===== config.mk =====
export PLATFORM = sky130hd
export DESIGN_NAME = stream_find_replace_all_core_flat
export DESIGN_NICKNAME = d
export VERILOG_FILES = /design/src/hdl/sfr_pkg.sv /design/src/hdl/sfr_if.sv /design/src/hdl/sfr_dp.sv /design/src/hdl/sfr_ctrl.sv /design/src/hdl/stream_find_replace_all_core.sv /design/src/flat_wrapper.sv
export SDC_FILE = /design/constraint.sdc
export NUM_CORES = 2
export LEC_CHECK = 0
export BUFFER_PORTS_ARGS = -buffer_cell sky130_fd_sc_hd__clkbuf_2
export CELL_PAD_IN_SITES_DETAIL_PLACEMENT = 1
export CELL_PAD_IN_SITES_GLOBAL_PLACEMENT = 2
export CORE_UTILIZATION = 55
export CTS_BUF_LIST = sky130_fd_sc_hd__clkbuf_8
export DETAILED_ROUTE_END_ITERATION = 8
export PLACE_DENSITY_LB_ADDON = 0.08
export SYNTH_ARGS = -nofsm -noshare
export SYNTH_HDL_FRONTEND = slang
export SYNTH_HIERARCHICAL = 1
export SYNTH_SLANG_ARGS = --single-unit

===== constraint.sdc =====
create_clock -name clk -period 13.1 [get_ports clk]
set_input_delay 1.31 -clock clk [delete_from_list [all_inputs] [get_ports clk]]
set_output_delay 1.31 -clock clk [all_outputs]
set_load 0.005 [all_outputs]

===== src/hdl/sfr_pkg.sv =====
// ----------------------------------------------------------------------------
// sfr_pkg
// Shared types and codes for the streaming find-and-replace-all block.
// ----------------------------------------------------------------------------
`default_nettype none

package sfr_pkg;

  typedef enum logic [2:0] {
    OP_BEGIN = 3'd0,
    OP_PAT   = 3'd1,
    OP_REP   = 3'd2,
    OP_TEXT  = 3'd3,
    OP_END   = 3'd4
  } op_t;

  typedef enum logic [3:0] {
    S_IDLE,
    S_DISPATCH,
    S_PAT_K0,
    S_PAT_RD,
    S_PAT_CMP,
    S_TXT_CMP,
    S_PUSH_C,
    S_PF_RD,
    S_PF_WR,
    S_RP_RD,
    S_RP_WR,
    S_FINISH
  } state_t;

  typedef struct packed {
    logic capture;
    logic clear_job;
    logic set_ovf;
    logic pat_first;
    logic pat_store;
    logic fail_write;
    logic rd_k0;
    logic load_k;
    logic rd_k;
    logic step_k;
    logic rep_write;
    logic rd_j;
    logic fall_start;
    logic end_start;
    logic rep_start;
    logic rd_pat_e;
    logic rd_rep_e;
    logic push_c;
    logic push_pat;
    logic push_rep;
    logic j_inc;
    logic j_clear;
    logic finish;
  } cmd_t;

  typedef struct packed {
    logic [2:0] op;
    logic       plen_zero;
    logic       plen_full;
    logic       rlen_zero;
    logic       rlen_full;
    logic       j_zero;
    logic       k_zero;
    logic       pat_eq_c;
    logic       j_last;
    logic       e_last_pat;
    logic       e_last_rep;
    logic       can_push;
    logic       slot_free;
  } stat_t;

endpackage

`default_nettype wire


===== src/hdl/sfr_if.sv =====
// ----------------------------------------------------------------------------
// sfr_if
// Valid/ready channels for operation items and rewritten text results.
// ----------------------------------------------------------------------------
`default_nettype none

interface sfr_in_if;
  logic       valid;
  logic       ready;
  logic [2:0] operation;
  logic [7:0] data_byte;

  modport source(output valid, output operation, output data_byte, input ready);
  modport sink(input valid, input operation, input data_byte, output ready);
endinterface

interface sfr_out_if;
  logic       valid;
  logic       ready;
  logic [7:0] out_byte;
  logic       byte_valid;
  logic       last_of_run;
  logic       end_of_text;
  logic       load_overflow;

  modport source(output valid, output out_byte, output byte_valid, output last_of_run,
                 output end_of_text, output load_overflow, input ready);
  modport sink(input valid, input out_byte, input byte_valid, input last_of_run,
               input end_of_text, input load_overflow, output ready);
endinterface

`default_nettype wire


===== src/hdl/sfr_dp.sv =====
// ----------------------------------------------------------------------------
// sfr_dp
// Datapath: pattern, replacement and failure memories, match counters,
// one-deep hold stage and output register.
// ----------------------------------------------------------------------------
`default_nettype none

module sfr_dp import sfr_pkg::*; #(
  parameter int MAX_LEN = 64
) (
  input  logic       clk,
  input  logic       rst,
  input  logic [2:0] in_operation,
  input  logic [7:0] in_data_byte,
  input  cmd_t       cmd,
  output stat_t      stat,
  output logic       out_valid,
  input  logic       out_ready,
  output logic [7:0] out_byte,
  output logic       byte_valid,
  output logic       last_of_run,
  output logic       end_of_text,
  output logic       load_overflow
);

  localparam int AW = (MAX_LEN > 1) ? $clog2(MAX_LEN) : 1;
  localparam int LW = $clog2(MAX_LEN + 1);

  logic [7:0]    pat_mem  [MAX_LEN];
  logic [7:0]    rep_mem  [MAX_LEN];
  logic [AW-1:0] fail_mem [MAX_LEN];

  logic [2:0]    op;
  logic [7:0]    c;
  logic          ovf;
  logic [LW-1:0] plen;
  logic [LW-1:0] rlen;
  logic [AW-1:0] j;
  logic [AW-1:0] k;
  logic [LW-1:0] cnt;
  logic [LW-1:0] e;
  logic [7:0]    pat_q;
  logic [7:0]    rep_q;
  logic [AW-1:0] fail_q;
  logic          hold_valid;
  logic [7:0]    hold_byte;

  logic          pat_rd;
  logic [AW-1:0] pat_raddr;
  logic          fail_rd;
  logic [AW-1:0] fail_raddr;
  logic          fail_we;
  logic [AW-1:0] fail_wdata;
  logic          push_any;
  logic [7:0]    push_byte;
  logic          slot_free;

  assign pat_rd  = cmd.rd_k | cmd.rd_j | cmd.rd_pat_e;
  assign fail_rd = cmd.rd_k0 | cmd.rd_k | cmd.rd_j;
  assign fail_we = cmd.pat_first | cmd.fail_write;
  assign fail_wdata = cmd.pat_first ? '0 : AW'(k + AW'(pat_q == c));

  always_comb begin
    if (cmd.rd_k) begin
      pat_raddr = k;
    end else if (cmd.rd_pat_e) begin
      pat_raddr = e[AW-1:0];
    end else begin
      pat_raddr = j;
    end
  end

  always_comb begin
    if (cmd.rd_k0) begin
      fail_raddr = plen[AW-1:0] - AW'(1);
    end else if (cmd.rd_k) begin
      fail_raddr = k - AW'(1);
    end else begin
      fail_raddr = j - AW'(1);
    end
  end

  always_ff @(posedge clk) begin
    if (cmd.pat_first | cmd.pat_store) begin
      pat_mem[plen[AW-1:0]] <= c;
    end
    if (pat_rd) begin
      pat_q <= pat_mem[pat_raddr];
    end
  end

  always_ff @(posedge clk) begin
    if (fail_we) begin
      fail_mem[plen[AW-1:0]] <= fail_wdata;
    end
    if (fail_rd) begin
      fail_q <= fail_mem[fail_raddr];
    end
  end

  always_ff @(posedge clk) begin
    if (cmd.rep_write) begin
      rep_mem[rlen[AW-1:0]] <= c;
    end
    if (cmd.rd_rep_e) begin
      rep_q <= rep_mem[e[AW-1:0]];
    end
  end

  always_ff @(posedge clk) begin
    if (rst) begin
      plen <= '0;
      rlen <= '0;
      j    <= '0;
    end else begin
      if (cmd.clear_job) begin
        plen <= '0;
        rlen <= '0;
        j    <= '0;
      end
      if (cmd.pat_first | cmd.fail_write) begin
        plen <= plen + LW'(1);
      end
      if (cmd.rep_write) begin
        rlen <= rlen + LW'(1);
      end
      if (cmd.fall_start) begin
        j <= fail_q;
      end
      if (cmd.end_start | cmd.j_clear) begin
        j <= '0;
      end
      if (cmd.j_inc) begin
        j <= j + AW'(1);
      end
    end
  end

  always_ff @(posedge clk) begin
    if (cmd.capture) begin
      op  <= in_operation;
      c   <= in_data_byte;
      ovf <= 1'b0;
    end
    if (cmd.set_ovf) begin
      ovf <= 1'b1;
    end
    if (cmd.load_k | cmd.step_k) begin
      k <= fail_q;
    end
    if (cmd.fall_start) begin
      cnt <= LW'(j) - LW'(fail_q);
      e   <= '0;
    end
    if (cmd.end_start) begin
      cnt <= LW'(j);
      e   <= '0;
    end
    if (cmd.rep_start) begin
      e <= '0;
    end
    if (cmd.push_pat | cmd.push_rep) begin
      e <= e + LW'(1);
    end
  end

  assign push_any  = cmd.push_c | cmd.push_pat | cmd.push_rep;
  assign push_byte = cmd.push_c ? c : (cmd.push_pat ? pat_q : rep_q);
  assign slot_free = ~out_valid | out_ready;

  always_ff @(posedge clk) begin
    if (rst) begin
      out_valid  <= 1'b0;
      hold_valid <= 1'b0;
    end else begin
      if (cmd.finish) begin
        out_valid  <= 1'b1;
        hold_valid <= 1'b0;
      end else if (push_any) begin
        if (hold_valid) begin
          out_valid <= 1'b1;
        end else if (out_valid & out_ready) begin
          out_valid <= 1'b0;
        end
        hold_valid <= 1'b1;
      end else if (out_valid & out_ready) begin
        out_valid <= 1'b0;
      end
    end
  end

  always_ff @(posedge clk) begin
    if (push_any) begin
      hold_byte <= push_byte;
      if (hold_valid) begin
        out_byte      <= hold_byte;
        byte_valid    <= 1'b1;
        last_of_run   <= 1'b0;
        end_of_text   <= 1'b0;
        load_overflow <= 1'b0;
      end
    end
    if (cmd.finish) begin
      out_byte      <= hold_valid ? hold_byte : 8'd0;
      byte_valid    <= hold_valid;
      last_of_run   <= 1'b1;
      end_of_text   <= (op == OP_END);
      load_overflow <= ovf;
    end
  end

  always_comb begin
    stat.op         = op;
    stat.plen_zero  = (plen == '0);
    stat.plen_full  = (plen >= LW'(MAX_LEN));
    stat.rlen_zero  = (rlen == '0);
    stat.rlen_full  = (rlen >= LW'(MAX_LEN));
    stat.j_zero     = (j == '0);
    stat.k_zero     = (k == '0);
    stat.pat_eq_c   = (pat_q == c);
    stat.j_last     = ((LW'(j) + LW'(1)) == plen);
    stat.e_last_pat = ((e + LW'(1)) == cnt);
    stat.e_last_rep = ((e + LW'(1)) == rlen);
    stat.can_push   = ~hold_valid | slot_free;
    stat.slot_free  = slot_free;
  end

endmodule

`default_nettype wire


===== src/hdl/sfr_ctrl.sv =====
// ----------------------------------------------------------------------------
// sfr_ctrl
// Controller: sequences loading, failure-table build, text matching and
// result emission over the datapath.
// ----------------------------------------------------------------------------
`default_nettype none

module sfr_ctrl import sfr_pkg::*; (
  input  logic  clk,
  input  logic  rst,
  input  logic  in_valid,
  output logic  in_ready,
  input  stat_t stat,
  output cmd_t  cmd
);

  state_t state;
  state_t state_next;

  always_ff @(posedge clk) begin
    if (rst) begin
      state <= S_IDLE;
    end else begin
      state <= state_next;
    end
  end

  always_comb begin
    state_next = state;
    case (state)
      S_IDLE: begin
        if (in_valid) begin
          state_next = S_DISPATCH;
        end
      end
      S_DISPATCH: begin
        case (stat.op)
          OP_PAT: begin
            if (!stat.plen_full && !stat.plen_zero) begin
              state_next = S_PAT_K0;
            end else begin
              state_next = S_FINISH;
            end
          end
          OP_TEXT: begin
            state_next = stat.plen_zero ? S_PUSH_C : S_TXT_CMP;
          end
          OP_END: begin
            state_next = stat.j_zero ? S_FINISH : S_PF_RD;
          end
          default: state_next = S_FINISH;
        endcase
      end
      S_PAT_K0: state_next = S_PAT_RD;
      S_PAT_RD: state_next = S_PAT_CMP;
      S_PAT_CMP: begin
        if (!stat.k_zero && !stat.pat_eq_c) begin
          state_next = S_PAT_RD;
        end else begin
          state_next = S_FINISH;
        end
      end
      S_TXT_CMP: begin
        if (!stat.j_zero && !stat.pat_eq_c) begin
          state_next = S_PF_RD;
        end else if (stat.pat_eq_c) begin
          if (stat.j_last && !stat.rlen_zero) begin
            state_next = S_RP_RD;
          end else begin
            state_next = S_FINISH;
          end
        end else begin
          state_next = S_PUSH_C;
        end
      end
      S_PUSH_C: begin
        if (stat.can_push) begin
          state_next = S_FINISH;
        end
      end
      S_PF_RD: state_next = S_PF_WR;
      S_PF_WR: begin
        if (stat.can_push) begin
          if (!stat.e_last_pat) begin
            state_next = S_PF_RD;
          end else if (stat.op == OP_END) begin
            state_next = S_FINISH;
          end else begin
            state_next = S_TXT_CMP;
          end
        end
      end
      S_RP_RD: state_next = S_RP_WR;
      S_RP_WR: begin
        if (stat.can_push) begin
          state_next = stat.e_last_rep ? S_FINISH : S_RP_RD;
        end
      end
      S_FINISH: begin
        if (stat.slot_free) begin
          state_next = S_IDLE;
        end
      end
      default: state_next = S_IDLE;
    endcase
  end

  always_comb begin
    cmd      = '0;
    in_ready = 1'b0;
    case (state)
      S_IDLE: begin
        in_ready    = 1'b1;
        cmd.capture = in_valid;
      end
      S_DISPATCH: begin
        case (stat.op)
          OP_BEGIN: cmd.clear_job = 1'b1;
          OP_PAT: begin
            if (stat.plen_full) begin
              cmd.set_ovf = 1'b1;
            end else if (stat.plen_zero) begin
              cmd.pat_first = 1'b1;
            end else begin
              cmd.pat_store = 1'b1;
              cmd.rd_k0     = 1'b1;
            end
          end
          OP_REP: begin
            if (stat.rlen_full) begin
              cmd.set_ovf = 1'b1;
            end else begin
              cmd.rep_write = 1'b1;
            end
          end
          OP_TEXT: cmd.rd_j = ~stat.plen_zero;
          OP_END: cmd.end_start = ~stat.j_zero;
          default: cmd = '0;
        endcase
      end
      S_PAT_K0: cmd.load_k = 1'b1;
      S_PAT_RD: cmd.rd_k = 1'b1;
      S_PAT_CMP: begin
        if (!stat.k_zero && !stat.pat_eq_c) begin
          cmd.step_k = 1'b1;
        end else begin
          cmd.fail_write = 1'b1;
        end
      end
      S_TXT_CMP: begin
        if (!stat.j_zero && !stat.pat_eq_c) begin
          cmd.fall_start = 1'b1;
        end else if (stat.pat_eq_c) begin
          if (stat.j_last) begin
            cmd.j_clear   = 1'b1;
            cmd.rep_start = 1'b1;
          end else begin
            cmd.j_inc = 1'b1;
          end
        end
      end
      S_PUSH_C: cmd.push_c = stat.can_push;
      S_PF_RD: cmd.rd_pat_e = 1'b1;
      S_PF_WR: begin
        if (stat.can_push) begin
          cmd.push_pat = 1'b1;
          cmd.rd_j     = stat.e_last_pat & (stat.op != OP_END);
        end
      end
      S_RP_RD: cmd.rd_rep_e = 1'b1;
      S_RP_WR: cmd.push_rep = stat.can_push;
      S_FINISH: cmd.finish = stat.slot_free;
      default: cmd = '0;
    endcase
  end

endmodule

`default_nettype wire


===== src/hdl/stream_find_replace_all_core.sv =====
// ----------------------------------------------------------------------------
// stream_find_replace_all_core
// Streaming find-and-replace-all with a KMP failure table built on load.
//
// text_in carries one operation per transaction: begin job, append pattern
// byte, append replacement byte, text byte, end text. text_out carries the
// results; every transaction in gives one or more results, the last one
// marked last_of_run. One transaction is worked on at a time.
// Per item: a later pattern append walks the failure table one comparison
// at a time; a text byte that breaks a match falls back and releases the
// pattern bytes that can no longer begin one; a completed match emits the
// replacement bytes; end text releases the partial match. Each memory has
// a single read port with a registered read, so each released byte and
// each replacement byte takes a read state and a write state.
// A one-deep hold stage and the output register let work go on while the
// receiver stalls; a stall of more than one result holds the controller.
// Reset empties pattern and replacement and clears any partial match;
// stored bytes stay undefined until written.
// ----------------------------------------------------------------------------
`default_nettype none

module stream_find_replace_all_core import sfr_pkg::*; #(
  parameter int MAX_LEN = 64
) (
  input  logic      clk,
  input  logic      rst,
  sfr_in_if.sink    text_in,
  sfr_out_if.source text_out
);

  cmd_t  cmd;
  stat_t stat;

  sfr_ctrl u_ctrl (
    .clk      (clk),
    .rst      (rst),
    .in_valid (text_in.valid),
    .in_ready (text_in.ready),
    .stat     (stat),
    .cmd      (cmd)
  );

  sfr_dp #(
    .MAX_LEN (MAX_LEN)
  ) u_dp (
    .clk           (clk),
    .rst           (rst),
    .in_operation  (text_in.operation),
    .in_data_byte  (text_in.data_byte),
    .cmd           (cmd),
    .stat          (stat),
    .out_valid     (text_out.valid),
    .out_ready     (text_out.ready),
    .out_byte      (text_out.out_byte),
    .byte_valid    (text_out.byte_valid),
    .last_of_run   (text_out.last_of_run),
    .end_of_text   (text_out.end_of_text),
    .load_overflow (text_out.load_overflow)
  );

endmodule

`default_nettype wire


===== src/flat_wrapper.sv =====
// flat-port wrapper written by rule: the top's interface ports become plain ports
module stream_find_replace_all_core_flat import sfr_pkg::*;
#(
  parameter int MAX_LEN = 64
)
  (clk, rst, text_in_valid, text_in_operation, text_in_data_byte, text_in_ready, text_out_valid, text_out_out_byte, text_out_byte_valid, text_out_last_of_run, text_out_end_of_text, text_out_load_overflow, text_out_ready);
  sfr_in_if text_in_i ();
  sfr_out_if text_out_i ();
  input  logic clk;
  input  logic rst;
  input wire logic [$bits(text_in_i.valid)-1:0] text_in_valid;
  input wire logic [$bits(text_in_i.operation)-1:0] text_in_operation;
  input wire logic [$bits(text_in_i.data_byte)-1:0] text_in_data_byte;
  output wire logic [$bits(text_in_i.ready)-1:0] text_in_ready;
  output wire logic [$bits(text_out_i.valid)-1:0] text_out_valid;
  output wire logic [$bits(text_out_i.out_byte)-1:0] text_out_out_byte;
  output wire logic [$bits(text_out_i.byte_valid)-1:0] text_out_byte_valid;
  output wire logic [$bits(text_out_i.last_of_run)-1:0] text_out_last_of_run;
  output wire logic [$bits(text_out_i.end_of_text)-1:0] text_out_end_of_text;
  output wire logic [$bits(text_out_i.load_overflow)-1:0] text_out_load_overflow;
  input wire logic [$bits(text_out_i.ready)-1:0] text_out_ready;
  assign text_in_i.valid = text_in_valid;
  assign text_in_i.operation = text_in_operation;
  assign text_in_i.data_byte = text_in_data_byte;
  assign text_in_ready = text_in_i.ready;
  assign text_out_valid = text_out_i.valid;
  assign text_out_out_byte = text_out_i.out_byte;
  assign text_out_byte_valid = text_out_i.byte_valid;
  assign text_out_last_of_run = text_out_i.last_of_run;
  assign text_out_end_of_text = text_out_i.end_of_text;
  assign text_out_load_overflow = text_out_i.load_overflow;
  assign text_out_i.ready = text_out_ready;
  stream_find_replace_all_core #(.MAX_LEN(MAX_LEN)) u_core (.clk(clk), .rst(rst), .text_in(text_in_i), .text_out(text_out_i));
endmodule

==> impl_summary.log <==
INFO  metric outcome = completed
INFO  metric avgViaCountPerCell = 6.26
INFO  metric cts_made_buffers = 234
INFO  metric synthesis.area = 60700 sq um
INFO  metric path_buf_inv = 3
INFO  metric fin_skew = 0.0571 ns
INFO  metric numPortBuffers = 28
INFO  metric start_util = 0.556
INFO  metric wl_per_cell = slightly below 30 um
INFO  metric slew_violations = 0
INFO  metric critPathTopFamily = simple AND/OR/NAND/NOR gates
INFO  metric critical_path.endpoint_type = flop
INFO  metric chipWidth = about 330 um
INFO  metric grt_pass1_vias = 33.2k
INFO  metric timing_worst_slew_pin_value = 1.29 ns
INFO  metric timing.final.ws_setup = approximately 6.7 ns
INFO  metric fp.dieArea = 112000 sq um
INFO  metric finish.net_count = about 3.5k
INFO  metric grt.total_usage = 0.276
INFO  metric synthesis.area_per_instance = about 18 sq um
INFO  metric clock_latency = 0.92 ns
INFO  metric place_hpwl = between 90000 and 100000 um
INFO  metric intPower = 8.05 mW
INFO  metric worst-setup-path-type = reg -> reg
INFO  metric switching_share = 0.270
INFO  metric final_util = 0.610
INFO  metric setup_tns = 0 ns
INFO  metric critical_path.slowest_cell = ha_4
INFO  metric gp_congestion = between 0.8 and 0.9
INFO  metric critPathMaxFanout = 104
INFO  metric drt-pass1-iter-count = 6
INFO  metric post_cts_hold_buffer_count = 0
INFO  metric core_area = about 110000 sq um
INFO  metric boundaryPins = 29
INFO  metric syn2layout_area_growth = 9.75%
INFO  metric min_path_type = reg -> reg
INFO  metric worst_path_cell_chain = or3_1 -> nor4b_1 -> nor4_2 -> buf_4 -> nand2b_1 -> o21a_4 -> clkinv_2 -> ha_4 -> inv_1 -> nand3_2 -> o22ai_1 -> or3_1 -> o311a_1 -> a211o_1
INFO  metric rows = 121
INFO  metric combPwrFrac = 0.147
INFO  metric synth.yosys.warnings = 6
INFO  metric post_placement_worst_setup_slack = 6.72 ns
INFO  metric routed_wirelength = 152000 um
INFO  metric minimum_clock_period_after_layout = 6.44 ns
INFO  metric setup_viol = 0
INFO  metric cp-start-kind = flop
INFO  metric clock_path_buffers = 3
INFO  metric worst_setup_hold_path_clk_slew = 0.06 ns
INFO  metric cts.root.buffer_cell = clkbuf_8
INFO  metric yosysSeqAreaShare = 0.741
INFO  metric maxCapViolations = 0
INFO  metric netlist_instances = 3314
INFO  metric mappedNetlistNets = 3346
INFO  metric critical_path_arrival = 7.08 ns
INFO  metric ctsHtreeMaxLevel = 4
INFO  metric grt_setup_unrepaired = no
INFO  metric grt_pass1_wl = about 220000 um
INFO  metric tritoncts_clock_tree = yes
INFO  metric globalRoute.totalOverflow = 0
INFO  metric power_frac_seq = 0.521
INFO  metric detail_route.iter0.violations = 3229
INFO  metric power.density = ~170 nW/um^2
INFO  metric synth_async_sr_flop_share = 0
INFO  metric final_antenna_net_count = 0
INFO  metric post_cts_resize_count = 0
INFO  metric remaining_drc_errors = 0
INFO  metric ir_drop = roughly 130 uV
INFO  metric timing.slew.headroom = 0.136
INFO  metric dieHeight = 334 um
INFO  metric synthDistinctLibCells = 61
INFO  metric grt_start_max_net_pins = 129
INFO  metric netSwitchingPower = 2.98 mW
INFO  metric final_hold_vios = 0
INFO  metric critPathMaxStageDelay = 1.07 ns
INFO  metric synth_ff_type = edfxtp_1
INFO  metric dr_total_vias = 31.9k
INFO  metric post_cts.repair.setup_buffers = 0
INFO  metric fmaxAchievable = 0.155 GHz
INFO  metric synth_enable_flop_cells = around 1.5k
INFO  metric antenna_violations_before_repair = 3
INFO  metric power_frac_clock = 0.333
INFO  metric final.hold.worst_slack = 0.470 ns
INFO  metric final_design_area_no_fill = 66600 sq um
INFO  metric cp_data_required_time = roughly 14 ns
INFO  metric placed_area = 62300 sq um
INFO  metric p_leak = 21.0 nW
INFO  metric path_common_cell = or3_1
INFO  metric postSynthRegisterBits = about 1.5k
INFO  metric cts.sinks = 1508
INFO  metric period_share = 0.492
INFO  metric final_layout_size_suffix_gt1_frac = 0.202
-- placed cells by master (no fill, tap or decap), drive strengths merged, types with 16 or more instances in the layout --
cell    instances
mux4          320
nor2          275
buf            48
nand2b         25
or3            22
nor2b          48
clkbuf        270
nand3          72
xor2           19
a21o           19
inv           116
edfxtp       1479
nor3           18
a21oi         151
o21ai          36
a22oi          19
xnor2          32
mux2i         102
nand2         196
a211oi         34
dfxtp          29
ha             16
clkinv         81
-- synthesized netlist by cell type, types with 4 or more instances --
library cell / n / share of area
a211o_1: 7 / 0.0010
a222oi_1: 4 / 0.00066
nor2_1: 275 / 0.017
mux2i_1: 102 / 0.017
buf_6: 7 / 0.0013
nand3_1: 70 / 0.0058
edfxtp_1: 1479 / 0.73
o21ai_0: 35 / 0.0029
nand2b_1: 25 / 0.0026
nor4b_1: 6 / 0.00087
o21a_1: 4 / 0.00049
clkbuf_1: 103 / 0.0064
mux4_2: 320 / 0.12
nor2b_1: 48 / 0.0049
o31ai_1: 6 / 0.00074
inv_1: 21 / 0.0013
nand2_1: 196 / 0.012
a211oi_1: 34 / 0.0042
nand3b_1: 6 / 0.00074
o311a_1: 6 / 0.00099
or2_2: 9 / 0.00093
nor3_1: 18 / 0.0015
nor4_1: 11 / 0.0011
buf_4: 22 / 0.0027
and3_1: 7 / 0.00072
xor2_1: 19 / 0.0027
buf_1: 16 / 0.00099
xnor2_1: 32 / 0.0046
a21oi_1: 151 / 0.012
a22oi_1: 19 / 0.0024
a221oi_1: 13 / 0.0019
or3_1: 22 / 0.0023
o221ai_2: 10 / 0.0025
o22ai_1: 14 / 0.0014
dfxtp_1: 29 / 0.0096
a221o_1: 6 / 0.00099
ha_1: 16 / 0.0033
and2_1: 12 / 0.0012
nand4_1: 10 / 0.0010
buf_2: 55 / 0.0045
a21o_1: 19 / 0.0024
o32ai_1: 8 / 0.0012
a311oi_1: 13 / 0.0019
-- worst reg2reg max path: cells and delay by family (launching register included) --
kind | cells | cell delay [ns]
fa+ha+maj | 1 | 1.07
flops | 1 | 0.53
compound gates | 4 | 1.22
simple gates | 6 | 2.55
buf+inv | 3 | 0.83
-- power groups by stage --
stage               clock network, mW  registers, mW  logic (mW)
floorplan                           0           5.93       0.915
global placement                    0           5.83        1.57
detailed placement                  0           5.84        1.63
CTS                              3.75           5.74        1.63
global route                     3.94           5.75        1.72
finish                           3.67           5.74        1.62
-- final cells by class --
type	count	area (sq um)
Clock inverter	183	1000
Timing Repair Buffer	76	538
Sequential cell	1508	45000
Multi-Input combinational cell	1581	14800
Antenna cell	1	2.50
Clock buffer	242	3330
Tap cell	1476	1850
Fill cell	9347	42600
Inverter	22	83.8
-- routing by layer --
layer	vias to the layer above	routed length, um	global-route usage
li1	13535	-	-
met1	16938	65100	0.397
met2	1178	73000	0.437
met3	207	9820	0.0460
met4	0	3970	0.0884
met5	-	0	0
-- state kept, by name (all words and copies together), names as in the netlist, 8 cells and up --
| name | count |
|---|---|
| u_core/u_dp/c | 8 |
| u_core/u_dp/rep_mem | 512 |
| u_core/u_dp/pat_q | 8 |
| u_core/u_dp/out_byte | 8 |
| u_core/u_dp/pat_mem | 512 |
| u_core/u_dp/fail_mem | 384 |
| u_core/u_dp/hold_byte | 8 |
| u_core/u_dp/rep_q | 8 |
-- stage by stage --
step / cells / power [mW]
2_1_floorplan: 3314 / 6.84
6_report: 5089 / 11.0
3_3_place_gp: 4663 / 7.40
5_1_grt: 5089 / 11.4
3_5_place_dp: 4663 / 7.47
4_1_cts: 5088 / 11.1
-- path summary, 6_finish.rpt --
kind | slack [ns] | cells after the start | end | start
worst min register to register | 0.47 | 1 | u_core/u_dp/ovf | u_core/u_dp/ovf
worst min-delay path | 0.47 | 1 | u_core/u_dp/ovf | u_core/u_dp/ovf
worst max register to register | 6.66 | 14 | u_core/u_dp/fail_q[2] | u_core/u_dp/plen[3]
worst max-delay path | 6.66 | 14 | u_core/u_dp/fail_q[2] | u_core/u_dp/plen[3]
-- logic make-up after synthesis --
group / Yosys count / synth area share
flops: 1508 / 0.741
simple gates: 728 / 0.0547
mux: 425 / 0.136
compound gates: 360 / 0.0394
buf+inv: 225 / 0.0173
xor+xnor: 51 / 0.00736
fa+ha+maj: 17 / 0.00363
Power figures use the tool's default switching activity.
